==> src/rtl/sha_pkg.sv <==
// Shared types, constants and tables of the SHA-256 hash engine.
`timescale 1ns / 1ps

package sha_pkg;

    localparam int BLK_WORDS   = 16;
    localparam int CHAIN_WORDS = 8;
    localparam int ROUNDS      = 64;

    localparam logic [7:0] PAD_BYTE = 8'h80;

    localparam logic [31:0] SHA_IV [CHAIN_WORDS] = '{
        32'h6a09e667, 32'hbb67ae85, 32'h3c6ef372, 32'ha54ff53a,
        32'h510e527f, 32'h9b05688c, 32'h1f83d9ab, 32'h5be0cd19
    };

    localparam logic [31:0] SHA_K [ROUNDS] = '{
        32'h428a2f98, 32'h71374491, 32'hb5c0fbcf, 32'he9b5dba5,
        32'h3956c25b, 32'h59f111f1, 32'h923f82a4, 32'hab1c5ed5,
        32'hd807aa98, 32'h12835b01, 32'h243185be, 32'h550c7dc3,
        32'h72be5d74, 32'h80deb1fe, 32'h9bdc06a7, 32'hc19bf174,
        32'he49b69c1, 32'hefbe4786, 32'h0fc19dc6, 32'h240ca1cc,
        32'h2de92c6f, 32'h4a7484aa, 32'h5cb0a9dc, 32'h76f988da,
        32'h983e5152, 32'ha831c66d, 32'hb00327c8, 32'hbf597fc7,
        32'hc6e00bf3, 32'hd5a79147, 32'h06ca6351, 32'h14292967,
        32'h27b70a85, 32'h2e1b2138, 32'h4d2c6dfc, 32'h53380d13,
        32'h650a7354, 32'h766a0abb, 32'h81c2c92e, 32'h92722c85,
        32'ha2bfe8a1, 32'ha81a664b, 32'hc24b8b70, 32'hc76c51a3,
        32'hd192e819, 32'hd6990624, 32'hf40e3585, 32'h106aa070,
        32'h19a4c116, 32'h1e376c08, 32'h2748774c, 32'h34b0bcb5,
        32'h391c0cb3, 32'h4ed8aa4a, 32'h5b9cca4f, 32'h682e6ff3,
        32'h748f82ee, 32'h78a5636f, 32'h84c87814, 32'h8cc70208,
        32'h90befffa, 32'ha4506ceb, 32'hbef9a3f7, 32'hc67178f2
    };

    typedef enum logic [2:0] {
        ST_IDLE,
        ST_LOAD,
        ST_ROUND,
        ST_UPD_RD,
        ST_UPD_ADD
    } sha_state_t;

    typedef enum logic [1:0] {
        BLK_DATA,
        BLK_FINAL,
        BLK_LENGTH
    } blk_kind_t;

    typedef struct packed {
        logic load_w;
        logic load_v;
        logic round_en;
        logic shift_v;
    } core_ctrl_t;

endpackage

==> src/rtl/sha_if.sv <==
// Valid/ready channel interfaces for message bytes and digest words.
`timescale 1ns / 1ps

interface sha_msg_if;
    logic       valid;
    logic       ready;
    logic [7:0] message_byte;
    logic       byte_present;
    logic       end_of_message;

    modport source (output valid, message_byte, byte_present, end_of_message, input ready);
    modport sink   (input valid, message_byte, byte_present, end_of_message, output ready);
endinterface

interface sha_dig_if;
    logic        valid;
    logic        ready;
    logic [31:0] digest_word;
    logic [2:0]  word_index;
    logic        last_word;

    modport source (output valid, digest_word, word_index, last_word, input ready);
    modport sink   (input valid, digest_word, word_index, last_word, output ready);
endinterface

==> src/rtl/sha_ram.sv <==
// Generic single-write, single-read synchronous RAM with registered read data.
`timescale 1ns / 1ps

module sha_ram #(
    parameter int WIDTH = 32,
    parameter int DEPTH = 16
) (
    input  logic                     clk,
    input  logic                     we,
    input  logic [$clog2(DEPTH)-1:0] waddr,
    input  logic [WIDTH-1:0]         wdata,
    input  logic                     re,
    input  logic [$clog2(DEPTH)-1:0] raddr,
    output logic [WIDTH-1:0]         rdata
);

    logic [WIDTH-1:0] mem_reg [DEPTH];
    logic [WIDTH-1:0] rdata_reg;

    always_ff @(posedge clk)
    begin
        if (we)
        begin
            mem_reg[waddr] <= wdata;
        end
        if (re)
        begin
            rdata_reg <= mem_reg[raddr];
        end
    end

    assign rdata = rdata_reg;

endmodule

==> src/rtl/sha_core.sv <==
// Message schedule and working variables with the one-round-per-cycle datapath.
`timescale 1ns / 1ps

module sha_core
    import sha_pkg::*;
(
    input  logic        clk,
    input  core_ctrl_t  ctrl,
    input  logic [31:0] word_in,
    input  logic [31:0] chain_in,
    input  logic [31:0] kconst,
    output logic [31:0] v0
);

    logic [31:0] w_reg [BLK_WORDS];
    logic [31:0] w_next [BLK_WORDS];
    logic [31:0] v_reg [CHAIN_WORDS];
    logic [31:0] v_next [CHAIN_WORDS];

    logic [31:0] s0;
    logic [31:0] s1;
    logic [31:0] sched_new;
    logic [31:0] w_in;
    logic [31:0] big0;
    logic [31:0] big1;
    logic [31:0] choose;
    logic [31:0] major;
    logic [31:0] t1;
    logic [31:0] t2;

    function automatic logic [31:0] rotr(input logic [31:0] x, input int n);
        rotr = (x >> n) | (x << (32 - n));
    endfunction

    always_comb
    begin
        s0        = rotr(w_reg[1], 7) ^ rotr(w_reg[1], 18) ^ (w_reg[1] >> 3);
        s1        = rotr(w_reg[14], 17) ^ rotr(w_reg[14], 19) ^ (w_reg[14] >> 10);
        sched_new = s1 + w_reg[9] + s0 + w_reg[0];
        w_in      = ctrl.load_w ? word_in : sched_new;

        big1   = rotr(v_reg[4], 6) ^ rotr(v_reg[4], 11) ^ rotr(v_reg[4], 25);
        choose = (v_reg[4] & v_reg[5]) ^ (~v_reg[4] & v_reg[6]);
        t1     = v_reg[7] + big1 + choose + kconst + w_reg[0];
        big0   = rotr(v_reg[0], 2) ^ rotr(v_reg[0], 13) ^ rotr(v_reg[0], 22);
        major  = (v_reg[0] & v_reg[1]) ^ (v_reg[0] & v_reg[2]) ^ (v_reg[1] & v_reg[2]);
        t2     = big0 + major;
    end

    always_comb
    begin
        w_next = w_reg;
        if (ctrl.load_w || ctrl.round_en)
        begin
            for (int j = 0; j < BLK_WORDS - 1; j++)
            begin
                w_next[j] = w_reg[j + 1];
            end
            w_next[BLK_WORDS - 1] = w_in;
        end
    end

    always_comb
    begin
        v_next = v_reg;
        if (ctrl.load_v || ctrl.shift_v)
        begin
            for (int j = 0; j < CHAIN_WORDS - 1; j++)
            begin
                v_next[j] = v_reg[j + 1];
            end
            v_next[CHAIN_WORDS - 1] = chain_in;
        end
        else if (ctrl.round_en)
        begin
            v_next[7] = v_reg[6];
            v_next[6] = v_reg[5];
            v_next[5] = v_reg[4];
            v_next[4] = v_reg[3] + t1;
            v_next[3] = v_reg[2];
            v_next[2] = v_reg[1];
            v_next[1] = v_reg[0];
            v_next[0] = t1 + t2;
        end
    end

    always_ff @(posedge clk)
    begin
        w_reg <= w_next;
        v_reg <= v_next;
    end

    assign v0 = v_reg[0];

endmodule

==> src/rtl/sha256_hash_engine.sv <==
// SHA-256 hash engine top level: byte intake, padding, block sequencing, digest output.
//
//  channel  dir  payload                                   transaction
//  msg      in   message_byte, byte_present, end_of_msg    one byte and/or end mark
//  digest   out  digest_word, word_index, last_word        one digest word, 8 per msg
//
// A byte is taken only while idle. A full block or an end mark runs a compression: load the
// block and chaining RAMs, 64 rounds, then fold the result back into the chaining RAM (or, on
// the last block, out as the digest); an end with 56 or more bytes buffered runs two blocks.
// Digest words leave one per read-and-add step of the update, paced by digest.ready.
// Reset clears the chaining valid bits, so the chaining RAM reads as the initial hash.
`timescale 1ns / 1ps

module sha256_hash_engine
    import sha_pkg::*;
(
    input  logic     clk,
    input  logic     rst_n,
    sha_msg_if.sink  msg,
    sha_dig_if.source digest
);

    sha_state_t  state_reg;
    sha_state_t  state_next;
    blk_kind_t   kind_reg;
    logic        fin_pend_reg;
    logic [4:0]  load_cnt_reg;
    logic [5:0]  rnd_cnt_reg;
    logic [2:0]  upd_idx_reg;
    logic [5:0]  fill_reg;
    logic [54:0] blocks_reg;
    logic [23:0] part_reg;
    logic [7:0]  chain_vld_reg;

    logic        chain_vld_q_reg;
    logic [2:0]  chain_idx_q_reg;

    logic        out_valid_reg;
    logic [31:0] out_word_reg;
    logic [2:0]  out_idx_reg;
    logic        out_last_reg;

    logic        msg_ready;
    logic        msg_acc;
    logic        blk_we;
    logic        blk_re;
    logic [31:0] blk_q;
    logic        chain_re;
    logic        chain_we;
    logic [2:0]  chain_raddr;
    logic [31:0] chain_q;
    logic [31:0] chain_val;
    logic [31:0] chain_sum;
    logic        out_free;
    logic        out_load;
    logic        last_blk;
    logic        upd_adv;
    logic        upd_done;
    logic        msg_done;
    logic        starts_blk;
    core_ctrl_t  core_ctrl;
    logic [31:0] v0;
    logic [4:0]  cnt_m1;
    logic [3:0]  widx;
    logic [31:0] pad_word;
    logic [31:0] len_hi;
    logic [31:0] len_lo;
    logic [31:0] word_in;
    logic        len_fits;

    sha_ram #(
        .WIDTH (32),
        .DEPTH (BLK_WORDS)
    ) u_blk_ram (
        .clk   (clk),
        .we    (blk_we),
        .waddr (fill_reg[5:2]),
        .wdata ({part_reg, msg.message_byte}),
        .re    (blk_re),
        .raddr (load_cnt_reg[3:0]),
        .rdata (blk_q)
    );

    sha_ram #(
        .WIDTH (32),
        .DEPTH (CHAIN_WORDS)
    ) u_chain_ram (
        .clk   (clk),
        .we    (chain_we),
        .waddr (upd_idx_reg),
        .wdata (chain_sum),
        .re    (chain_re),
        .raddr (chain_raddr),
        .rdata (chain_q)
    );

    sha_core u_core (
        .clk      (clk),
        .ctrl     (core_ctrl),
        .word_in  (word_in),
        .chain_in (chain_val),
        .kconst   (SHA_K[rnd_cnt_reg]),
        .v0       (v0)
    );

    assign msg_acc    = msg.valid && msg_ready;
    assign blk_we     = msg_acc && msg.byte_present && (fill_reg[1:0] == 2'b11);
    assign starts_blk = (msg.byte_present && (fill_reg == 6'd63)) || msg.end_of_message;
    assign len_fits   = (fill_reg[5:3] != 3'b111);
    assign last_blk   = (kind_reg == BLK_LENGTH) || ((kind_reg == BLK_FINAL) && len_fits);
    assign out_free   = !out_valid_reg || digest.ready;
    assign upd_adv    = !last_blk || out_free;
    assign upd_done   = (state_reg == ST_UPD_ADD) && upd_adv && (upd_idx_reg == 3'd7);
    assign msg_done   = upd_done && last_blk;
    assign chain_val  = chain_vld_q_reg ? chain_q : SHA_IV[chain_idx_q_reg];
    assign chain_sum  = chain_val + v0;

    // block word assembly with pad and length
    assign cnt_m1 = load_cnt_reg - 5'd1;
    assign widx   = cnt_m1[3:0];
    assign len_hi = blocks_reg[54:23];
    assign len_lo = {blocks_reg[22:0], fill_reg, 3'b000};

    always_comb
    begin
        case (fill_reg[1:0])
            2'd0:    pad_word = {PAD_BYTE, 24'h000000};
            2'd1:    pad_word = {part_reg[7:0], PAD_BYTE, 16'h0000};
            2'd2:    pad_word = {part_reg[15:0], PAD_BYTE, 8'h00};
            2'd3:    pad_word = {part_reg[23:0], PAD_BYTE};
            default: pad_word = 32'h0;
        endcase
    end

    always_comb
    begin
        word_in = 32'h0;
        case (kind_reg)
            BLK_DATA:
            begin
                word_in = blk_q;
            end
            BLK_FINAL:
            begin
                if (widx < fill_reg[5:2])
                begin
                    word_in = blk_q;
                end
                else if (widx == fill_reg[5:2])
                begin
                    word_in = pad_word;
                end
                else if (len_fits && (widx == 4'd14))
                begin
                    word_in = len_hi;
                end
                else if (len_fits && (widx == 4'd15))
                begin
                    word_in = len_lo;
                end
            end
            BLK_LENGTH:
            begin
                if (widx == 4'd14)
                begin
                    word_in = len_hi;
                end
                else if (widx == 4'd15)
                begin
                    word_in = len_lo;
                end
            end
            default:
            begin
                word_in = 32'h0;
            end
        endcase
    end

    // next state
    always_comb
    begin
        state_next = state_reg;
        case (state_reg)
            ST_IDLE:
            begin
                if (msg_acc && starts_blk)
                begin
                    state_next = ST_LOAD;
                end
            end
            ST_LOAD:
            begin
                if (load_cnt_reg == 5'd16)
                begin
                    state_next = ST_ROUND;
                end
            end
            ST_ROUND:
            begin
                if (rnd_cnt_reg == 6'd63)
                begin
                    state_next = ST_UPD_RD;
                end
            end
            ST_UPD_RD:
            begin
                state_next = ST_UPD_ADD;
            end
            ST_UPD_ADD:
            begin
                if (upd_adv)
                begin
                    if (upd_idx_reg != 3'd7)
                    begin
                        state_next = ST_UPD_RD;
                    end
                    else if (last_blk || ((kind_reg == BLK_DATA) && !fin_pend_reg))
                    begin
                        state_next = ST_IDLE;
                    end
                    else
                    begin
                        state_next = ST_LOAD;
                    end
                end
            end
            default:
            begin
                state_next = ST_IDLE;
            end
        endcase
    end

    // outputs of the sequencer
    always_comb
    begin
        msg_ready   = 1'b0;
        blk_re      = 1'b0;
        chain_re    = 1'b0;
        chain_we    = 1'b0;
        chain_raddr = upd_idx_reg;
        out_load    = 1'b0;
        core_ctrl   = '0;
        case (state_reg)
            ST_IDLE:
            begin
                msg_ready = 1'b1;
            end
            ST_LOAD:
            begin
                blk_re           = !load_cnt_reg[4];
                chain_re         = (load_cnt_reg < 5'd8);
                chain_raddr      = load_cnt_reg[2:0];
                core_ctrl.load_w = (load_cnt_reg != 5'd0);
                core_ctrl.load_v = (load_cnt_reg != 5'd0) && (load_cnt_reg <= 5'd8);
            end
            ST_ROUND:
            begin
                core_ctrl.round_en = 1'b1;
            end
            ST_UPD_RD:
            begin
                chain_re = 1'b1;
            end
            ST_UPD_ADD:
            begin
                core_ctrl.shift_v = upd_adv;
                chain_we          = !last_blk;
                out_load          = last_blk && out_free;
            end
            default:
            begin
                msg_ready = 1'b0;
            end
        endcase
    end

    always_ff @(posedge clk or negedge rst_n)
    begin
        if (!rst_n)
        begin
            state_reg     <= ST_IDLE;
            kind_reg      <= BLK_DATA;
            fin_pend_reg  <= 1'b0;
            load_cnt_reg  <= 5'd0;
            rnd_cnt_reg   <= 6'd0;
            upd_idx_reg   <= 3'd0;
            fill_reg      <= 6'd0;
            blocks_reg    <= 55'd0;
            chain_vld_reg <= 8'h00;
            out_valid_reg <= 1'b0;
        end
        else
        begin
            state_reg <= state_next;

            if (msg_acc)
            begin
                if (msg.byte_present)
                begin
                    fill_reg <= fill_reg + 6'd1;
                    if (fill_reg == 6'd63)
                    begin
                        blocks_reg <= blocks_reg + 55'd1;
                    end
                end
                if (starts_blk)
                begin
                    kind_reg     <= (msg.byte_present && (fill_reg == 6'd63)) ?
                                    BLK_DATA : BLK_FINAL;
                    fin_pend_reg <= msg.end_of_message;
                end
            end

            if (state_reg == ST_LOAD)
            begin
                load_cnt_reg <= (load_cnt_reg == 5'd16) ? 5'd0 : load_cnt_reg + 5'd1;
            end

            if (state_reg == ST_ROUND)
            begin
                rnd_cnt_reg <= rnd_cnt_reg + 6'd1;
            end

            if ((state_reg == ST_UPD_ADD) && upd_adv)
            begin
                upd_idx_reg <= upd_idx_reg + 3'd1;
            end

            if (chain_we)
            begin
                chain_vld_reg[upd_idx_reg] <= 1'b1;
            end

            if (upd_done && !last_blk)
            begin
                kind_reg <= (kind_reg == BLK_DATA) ? BLK_FINAL : BLK_LENGTH;
            end

            if (msg_done)
            begin
                fill_reg      <= 6'd0;
                blocks_reg    <= 55'd0;
                chain_vld_reg <= 8'h00;
            end

            if (out_load)
            begin
                out_valid_reg <= 1'b1;
            end
            else if (digest.ready)
            begin
                out_valid_reg <= 1'b0;
            end
        end
    end

    always_ff @(posedge clk)
    begin
        if (msg_acc && msg.byte_present)
        begin
            part_reg <= {part_reg[15:0], msg.message_byte};
        end
        if (chain_re)
        begin
            chain_vld_q_reg <= chain_vld_reg[chain_raddr];
            chain_idx_q_reg <= chain_raddr;
        end
        if (out_load)
        begin
            out_word_reg <= chain_sum;
            out_idx_reg  <= upd_idx_reg;
            out_last_reg <= (upd_idx_reg == 3'd7);
        end
    end

    assign msg.ready          = msg_ready;
    assign digest.valid       = out_valid_reg;
    assign digest.digest_word = out_word_reg;
    assign digest.word_index  = out_idx_reg;
    assign digest.last_word   = out_last_reg;

`ifndef SYNTHESIS
    a_last_on_seven: assert property (@(posedge clk) disable iff (!rst_n)
        digest.valid |-> (digest.last_word == (digest.word_index == 3'd7)))
        else $error("last_word does not match word_index");

    a_blk_ram_ports: assert property (@(posedge clk) disable iff (!rst_n)
        !(blk_we && blk_re))
        else $error("block buffer written while being loaded");

    a_round_exit: assert property (@(posedge clk) disable iff (!rst_n)
        (state_reg == ST_ROUND && rnd_cnt_reg == 6'd63) |=> (state_reg == ST_UPD_RD))
        else $error("compression did not end after 64 rounds");

    a_no_intake_busy: assert property (@(posedge clk) disable iff (!rst_n)
        (state_reg != ST_IDLE) |-> !msg.ready)
        else $error("byte taken while a block is in progress");
`endif

endmodule
==> src/flat_wrapper.sv <==
// flat-port wrapper written by rule: the top's interface ports become plain ports
module sha256_hash_engine_flat import sha_pkg::*;
  (clk, rst_n, msg_valid, msg_message_byte, msg_byte_present, msg_end_of_message, msg_ready, digest_valid, digest_digest_word, digest_word_index, digest_last_word, digest_ready);
  sha_msg_if msg_i ();
  sha_dig_if digest_i ();
  input  logic clk;
  input  logic rst_n;
  input wire logic [$bits(msg_i.valid)-1:0] msg_valid;
  input wire logic [$bits(msg_i.message_byte)-1:0] msg_message_byte;
  input wire logic [$bits(msg_i.byte_present)-1:0] msg_byte_present;
  input wire logic [$bits(msg_i.end_of_message)-1:0] msg_end_of_message;
  output wire logic [$bits(msg_i.ready)-1:0] msg_ready;
  output wire logic [$bits(digest_i.valid)-1:0] digest_valid;
  output wire logic [$bits(digest_i.digest_word)-1:0] digest_digest_word;
  output wire logic [$bits(digest_i.word_index)-1:0] digest_word_index;
  output wire logic [$bits(digest_i.last_word)-1:0] digest_last_word;
  input wire logic [$bits(digest_i.ready)-1:0] digest_ready;
  assign msg_i.valid = msg_valid;
  assign msg_i.message_byte = msg_message_byte;
  assign msg_i.byte_present = msg_byte_present;
  assign msg_i.end_of_message = msg_end_of_message;
  assign msg_ready = msg_i.ready;
  assign digest_valid = digest_i.valid;
  assign digest_digest_word = digest_i.digest_word;
  assign digest_word_index = digest_i.word_index;
  assign digest_last_word = digest_i.last_word;
  assign digest_i.ready = digest_ready;
  sha256_hash_engine u_core (.clk(clk), .rst_n(rst_n), .msg(msg_i), .digest(digest_i));
endmodule
==> config.mk <==
export PLATFORM = sky130hd
export DESIGN_NAME = sha256_hash_engine_flat
export DESIGN_NICKNAME = d
export VERILOG_FILES = /design/src/rtl/sha_pkg.sv /design/src/rtl/sha_if.sv /design/src/rtl/sha_ram.sv /design/src/rtl/sha_core.sv /design/src/rtl/sha256_hash_engine.sv /design/src/flat_wrapper.sv
export SDC_FILE = /design/constraint.sdc
export NUM_CORES = 2
export LEC_CHECK = 0
export ABC_AREA = 1
export BUFFER_PORTS_ARGS = -buffer_cell sky130_fd_sc_hd__buf_2
export CAP_MARGIN = 20
export CORE_AREA = 2 2 533 535
export DETAILED_ROUTE_END_ITERATION = 8
export DIE_AREA = 0 0 535 537
export PLACE_DENSITY = 0.52
export SLEW_MARGIN = 20
export SYNTH_ARGS = -nofsm -noshare
export SYNTH_HDL_FRONTEND = slang
export SYNTH_SLANG_ARGS = --single-unit
==> constraint.sdc <==
create_clock -name clk -period 19.5 [get_ports clk]
set_input_delay 0.975 -clock clk [delete_from_list [all_inputs] [get_ports clk]]
set_output_delay 0.975 -clock clk [all_outputs]
set_load 0.01 [all_outputs]
Yosys cells after proc, flatten, opt, wreduce, memory -nomap -nowiden. Memory sizes are Yosys's and may differ from the RTL's. A register that Yosys moved wholly into a read port is not among the register bits. Cells that the tools add are included. W data, S select, Z words.

Register bits after elaboration: 922. RAM bits: 768. Bits in read-only memories: 2304. Word-level logic and storage cells: 222. Memories kept: 4.

Memories: (name not given) (depth 64, bits a word 32, rd ports 1, clocked after Yosys merged registers in 0, write ports 0, RTL line sha256_hash_engine.sv:102) `.kconst (SHA_K[rnd_cnt_reg]),`; u_core.u_blk_ram.mem_reg (depth 16, bits a word 32, rd ports 1, clocked after Yosys merged registers in 1, write ports 1, RTL line sha_ram.sv:17) `logic [WIDTH-1:0] mem_reg [DEPTH];`; (name not given) (depth 8, bits a word 32, rd ports 1, clocked after Yosys merged registers in 0, write ports 0, RTL line sha256_hash_engine.sv:115) `assign chain_val = chain_vld_q_reg ? chain_q : SHA_IV[chain_idx_q_reg];`; u_core.u_chain_ram.mem_reg (depth 8, bits a word 32, rd ports 1, clocked after Yosys merged registers in 1, write ports 1, RTL line sha_ram.sv:17).

$add $sub $neg: 17. $lt $le $gt $ge: 8. Eq/ne operators: 22. Muxes and demuxes: 57. Bitwise operators: 30. Reduce and logical (&&, ||, !) cells: 44.

Operator list (number): $mux W256 (2); $mux W32 (12); $add A32 B32 Y32 (11); $xor A32 B32 Y32 (9); $mux W55 (4); $and A32 B32 Y32 (5); $pmux W32 S4 (1); $pmux W32 S3 (1); $add A55 B1 Y55 const B (1); $not A32 Y32 (1); $or A10 B32 Y32 (1); $or A13 B32 Y32 (1); $or A14 B32 Y32 (1); $or A15 B32 Y32 (1); $or A19 B32 Y32 (1); $or A21 B32 Y32 (1); $or A25 B32 Y32 (1); $or A26 B32 Y32 (1); $or A30 B32 Y32 (1); $or A7 B32 Y32 (1); $xor A32 B22 Y32 (1); $xor A32 B29 Y32 (1); $mux W3 (6); $mux W6 (3); 44 further kinds (110).

Logic depth before layout (Yosys ltp).
Depth in word-level cells: 10. Mapped depth: 44. Depth with buffers taken out: 43.

Modules after synthesis. Synthesis repeated with hierarchy kept, for this count alone.

Cells, all modules: 9549. Area, all modules: 91893.1 µm².

By module, submodules not included: sha_core (instances 1, cells each 3868, area an instance 41905.2 µm², seq. area each 23062.1 µm²); sha_ram at u_core.u_blk_ram (instances 1, cells each 2120, area an instance 23050.9 µm², seq. area each 16335.7 µm²); sha256_hash_engine (instances 1, cells each 2405, area an instance 14744.1 µm², seq. area each 4174.0 µm²); sha_ram at u_core.u_chain_ram (instances 1, cells each 1156, area an instance 12192.9 µm², seq. area each 8648.3 µm²).

Worst setup path after synthesis. OpenSTA, ideal clock, no wires.

Path kind: register to register. From: register u_core.load_cnt_reg[0]. To: register u_core.u_core.w_reg[0] in the netlist's numbering (enable). Library setup time: 3665 ps. Arrival: 10414 ps. Path slack: 5421 ps. Stages on the path, launching flop included: 11. Clock period less this slack: 14079 ps. Cells stage by stage: dfrtp_1 -> inv_2 -> clkbuf_1 -> clkbuf_1 -> ha_1 -> inv_1 -> nor3_1 -> nand2_1 -> nand2_1 -> clkbuf_1 -> nand2_1.

Longest elaborated chain between the ends: 3.

Ends and longest elaborated chain: start, declared (RTL line sha256_hash_engine.sv:27) `logic [4:0] load_cnt_reg;`; start signal, assigned (RTL line sha256_hash_engine.sv:318) `load_cnt_reg <= (load_cnt_reg == 5'd16) ? 5'd0 : load_cnt_reg + 5'd1;`; $reduce_bool A5 Y1 (RTL line sha256_hash_engine.sv:255) `core_ctrl.load_w = (load_cnt_reg != 5'd0);`; $mux W2 (RTL line sha256_hash_engine.sv:245) `case (state_reg)`; $logic_or A1 B1 Y1 (RTL line sha_core.sv:53) `if (ctrl.load_w || ctrl.round_en)`; end signal, assigned (RTL line sha_core.sv:89) `w_reg <= w_next;`; end, declared (RTL line sha_core.sv:15) `logic [31:0] w_reg [BLK_WORDS];`.

Every way passes these cells. A chain may end at the register's enable or synchronous reset.

==> results.yml <==
clocking:
  cts.clk_slew.worst_paths_ns: 0.06
  cts_root_buf: "clkbuf_16"
  cts_resized: 0
  numCtsBuffers: 197
  tritoncts: "done"
  cts_setup_buffers: 0
  clock_path_buffers: 4
  htreeDepth: 4
  clk_latency_ns: 0.90
  cts_hold_buf: 0
  cts.sinks: 1754
synth:
  yosysUniqueCellTypes: 72
  synthTopCellsByArea: "edfxtp_1 (58%), o21ai_0 (5.3%), nand2_1 (5.2%), fa_1 (4.3%), inv_1 (3.8%)"
  yosys_register_bits: 1754
  yosysTopAreaCell: "edfxtp_1"
  synthArstFlopShare_pct: 5.13
  syn_area_sq_um: 86900
  avgSynthCellArea_sq_um: 10.8
  syn-num-nets: 8432
  synth-xor-area-share_pct: 3.42
  ys.flop_type: "edfxtp_1"
  synth.area.mux_share_pct: 0.194
  synth_compound_area_share_pct: 11.2
  synth_adder_area_share_pct: 7.25
  yosys_warnings: 0
  synth_edf_count: 1664
  syn_inst: 8034
  synth_top_family_by_area: "simple AND/OR/NAND/NOR gates"
  ys_seq_area_share_pct: 60.1
  synth_top_area_share_pct: 57.5
  synth-simple-area-share_pct: 12.4
worst_setup_path:
  critPathCaptureType: "register"
  crit_top_cell: "inv_1"
  critPathLaunchType: "register"
  slowest_delay_ns: 0.62
  required_ns: 20.10
  slowest_stage: "o21ai_0"
  critical_path_peak_fanout: 16
  critPathKind: "reg -> reg"
  crit_arrival_ns: 10.16
run:
  cap_viol_max_count: 0
floorplanning:
  fp.dieH_um: 537
  core-area_sq_um: 281000
  die_x_um: 535
  die-area_sq_um: 287000
  io_pins: 52
  initial_utilization_pct: 30.9
  row_count: 195
place:
  numPortBuffers: 51
  gp_congestion: 0.953
  postPlaceCellArea_sq_um: 91400
  dp_hpwl_mm: 202
detailed_routing:
  vias_per_cell: 5.07
  drtAntennaViolNets: 0
  drcViolationCount: 0
  dr.pass1.iters: 7
  drt_iter0_markers: 6116
  via_count: 60600
  wl_mm: 288
  wire_per_inst_um: 24.1
timing:
  finalSetupViolCount: 0
  tns_ns: 0
  grt_setup_unrepaired: "no"
  fin_skew_ns: 0.114
  max_freq_mhz: 105
  final_max_slew_viol_count: 0
  period_share_pct: 49.0
  fin_crit_ns: 9.56
  relSlewSlack_pct: 21.8
  worstMarginPinSlew_ns: 1.17
  finalHoldViolCount: 0
final_layout:
  nNetsFinal: 8441
  synthToLayoutAreaGrowth_pct: 12.4
  drive_gt1_share_pct: 7.20
  design_area_sq_um: 97600
grt:
  grt_overflow: 0
  grt_pass1_vias: 59000
  antenna_found_initial: 19
  grt_pass1_wl_mm: 414
  grt_usage_pct: 19.6
  grt_max_degree: 160
min_path:
  hold_class: "in -> async"
outcome:
  outcome: "complete, no violations"
## path summary, 6_finish.rpt
kind | start | end | slack [ns] | cells after the start
setup / recovery | u_core.rnd_cnt_reg[0] | u_core.u_core.v0[30] | 9.94 | 34
hold / removal | rst_n | u_core.fill_reg[3] | 0.06 | 1
setup reg to reg | u_core.rnd_cnt_reg[0] | u_core.u_core.v0[30] | 9.94 | 34
hold reg to reg | u_core.u_core.w_reg[306] | u_core.u_core.w_reg[338] | 0.37 | 0
max in group asynchronous | rst_n | u_core.load_cnt_reg[0] | 18.12 | 2
min in group clk | u_core.u_core.w_reg[306] | u_core.u_core.w_reg[338] | 0.37 | 0
## final cells by class
class                      count  area (sq um)
fill                       27900        184000
sequential                  1754         52200
multi-input combinational   5044         30200
clock buffer                 253          5220
tap                         3743          4680
inverter                     900          3390
timing repair buffer         146           991
clock inverter                99           896
antenna                        4          10.0
## worst max-delay path: cells and delay by family (launching register included)
kind | cells | cell delay [ns]
fa+ha+maj | 7 | 3.01
buf+inv | 7 | 1.06
compound gates | 6 | 2.19
simple gates | 13 | 1.88
xor+xnor | 1 | 0.52
flops | 1 | 0.61
## stage by stage
step	setup WS, ns	hold WS [ns]	util (%)	std cells
after floorplan	5.42	0.400	-	8034
after global placement	10.0	0.401	32.5	11600
after detailed placement	10.03	0.405	32.5	11600
after CTS	9.99	0.0186	34.7	11900
after global routing	9.33	0.0635	34.7	11900
final	9.94	0.0559	34.7	11900
## cells in the mapped netlist (48+ instances only)
library cell and count:
a21oi_1 264, a31oi_1 70, buf_2 66, clkbuf_1 237, dfrtp_1 90, edfxtp_1 1664
fa_1 188, ha_1 196, inv_1 878, nand2_1 1210, nand3_1 306, nand4_1 48
nor2_1 804, nor3_1 93, o21ai_0 924, o221ai_1 57, o22ai_1 151, xnor2_1 159
xor2_1 178
## layout by cell type (no fill, tap or decap), types with 37 or more instances in the layout
cell type	count
edfxtp_1	1664
nand2_1	1207
o21ai_0	924
inv_1	876
nor2_1	777
nand3_1	306
a21oi_1	264
clkbuf_16	199
ha_1	196
fa_1	188
xor2_1	171
xnor2_1	154
o22ai_1	151
buf_4	93
nor3_1	92
dfrtp_1	87
a31oi_1	70
o221ai_1	57
clkbuf_1	50
buf_2	50
nand4_1	48
or2_2	41
o21ai_1	41
o21bai_1	37
## per-layer routing
layer	global-route usage [%]	vias up	part of all wire (%)
met4	7.02	4	3.7
li1	-	27900	-
met3	2.79	408	6.2
met5	0	-	0.018
met1	27.5	30300	45
met2	30.8	1998	45
## kinds of logic (layout without fill, tap and decap cells)
kind of cell | Yosys count | count (layout)
AO/OA/AOI/OAI | 1720 | 1720
other | 0 | 4
flip-flops | 1754 | 1754
adder cells (fa/ha/maj) | 392 | 392
AND/OR/NAND/NOR | 2579 | 2579
buffers and inverters | 1236 | 1398
multiplexers | 15 | 15
XOR/XNOR | 338 | 338
Power is left out: the tool's default activity adds up to more than one toggle a clock period on the data nets, which glitch-free logic cannot reach.
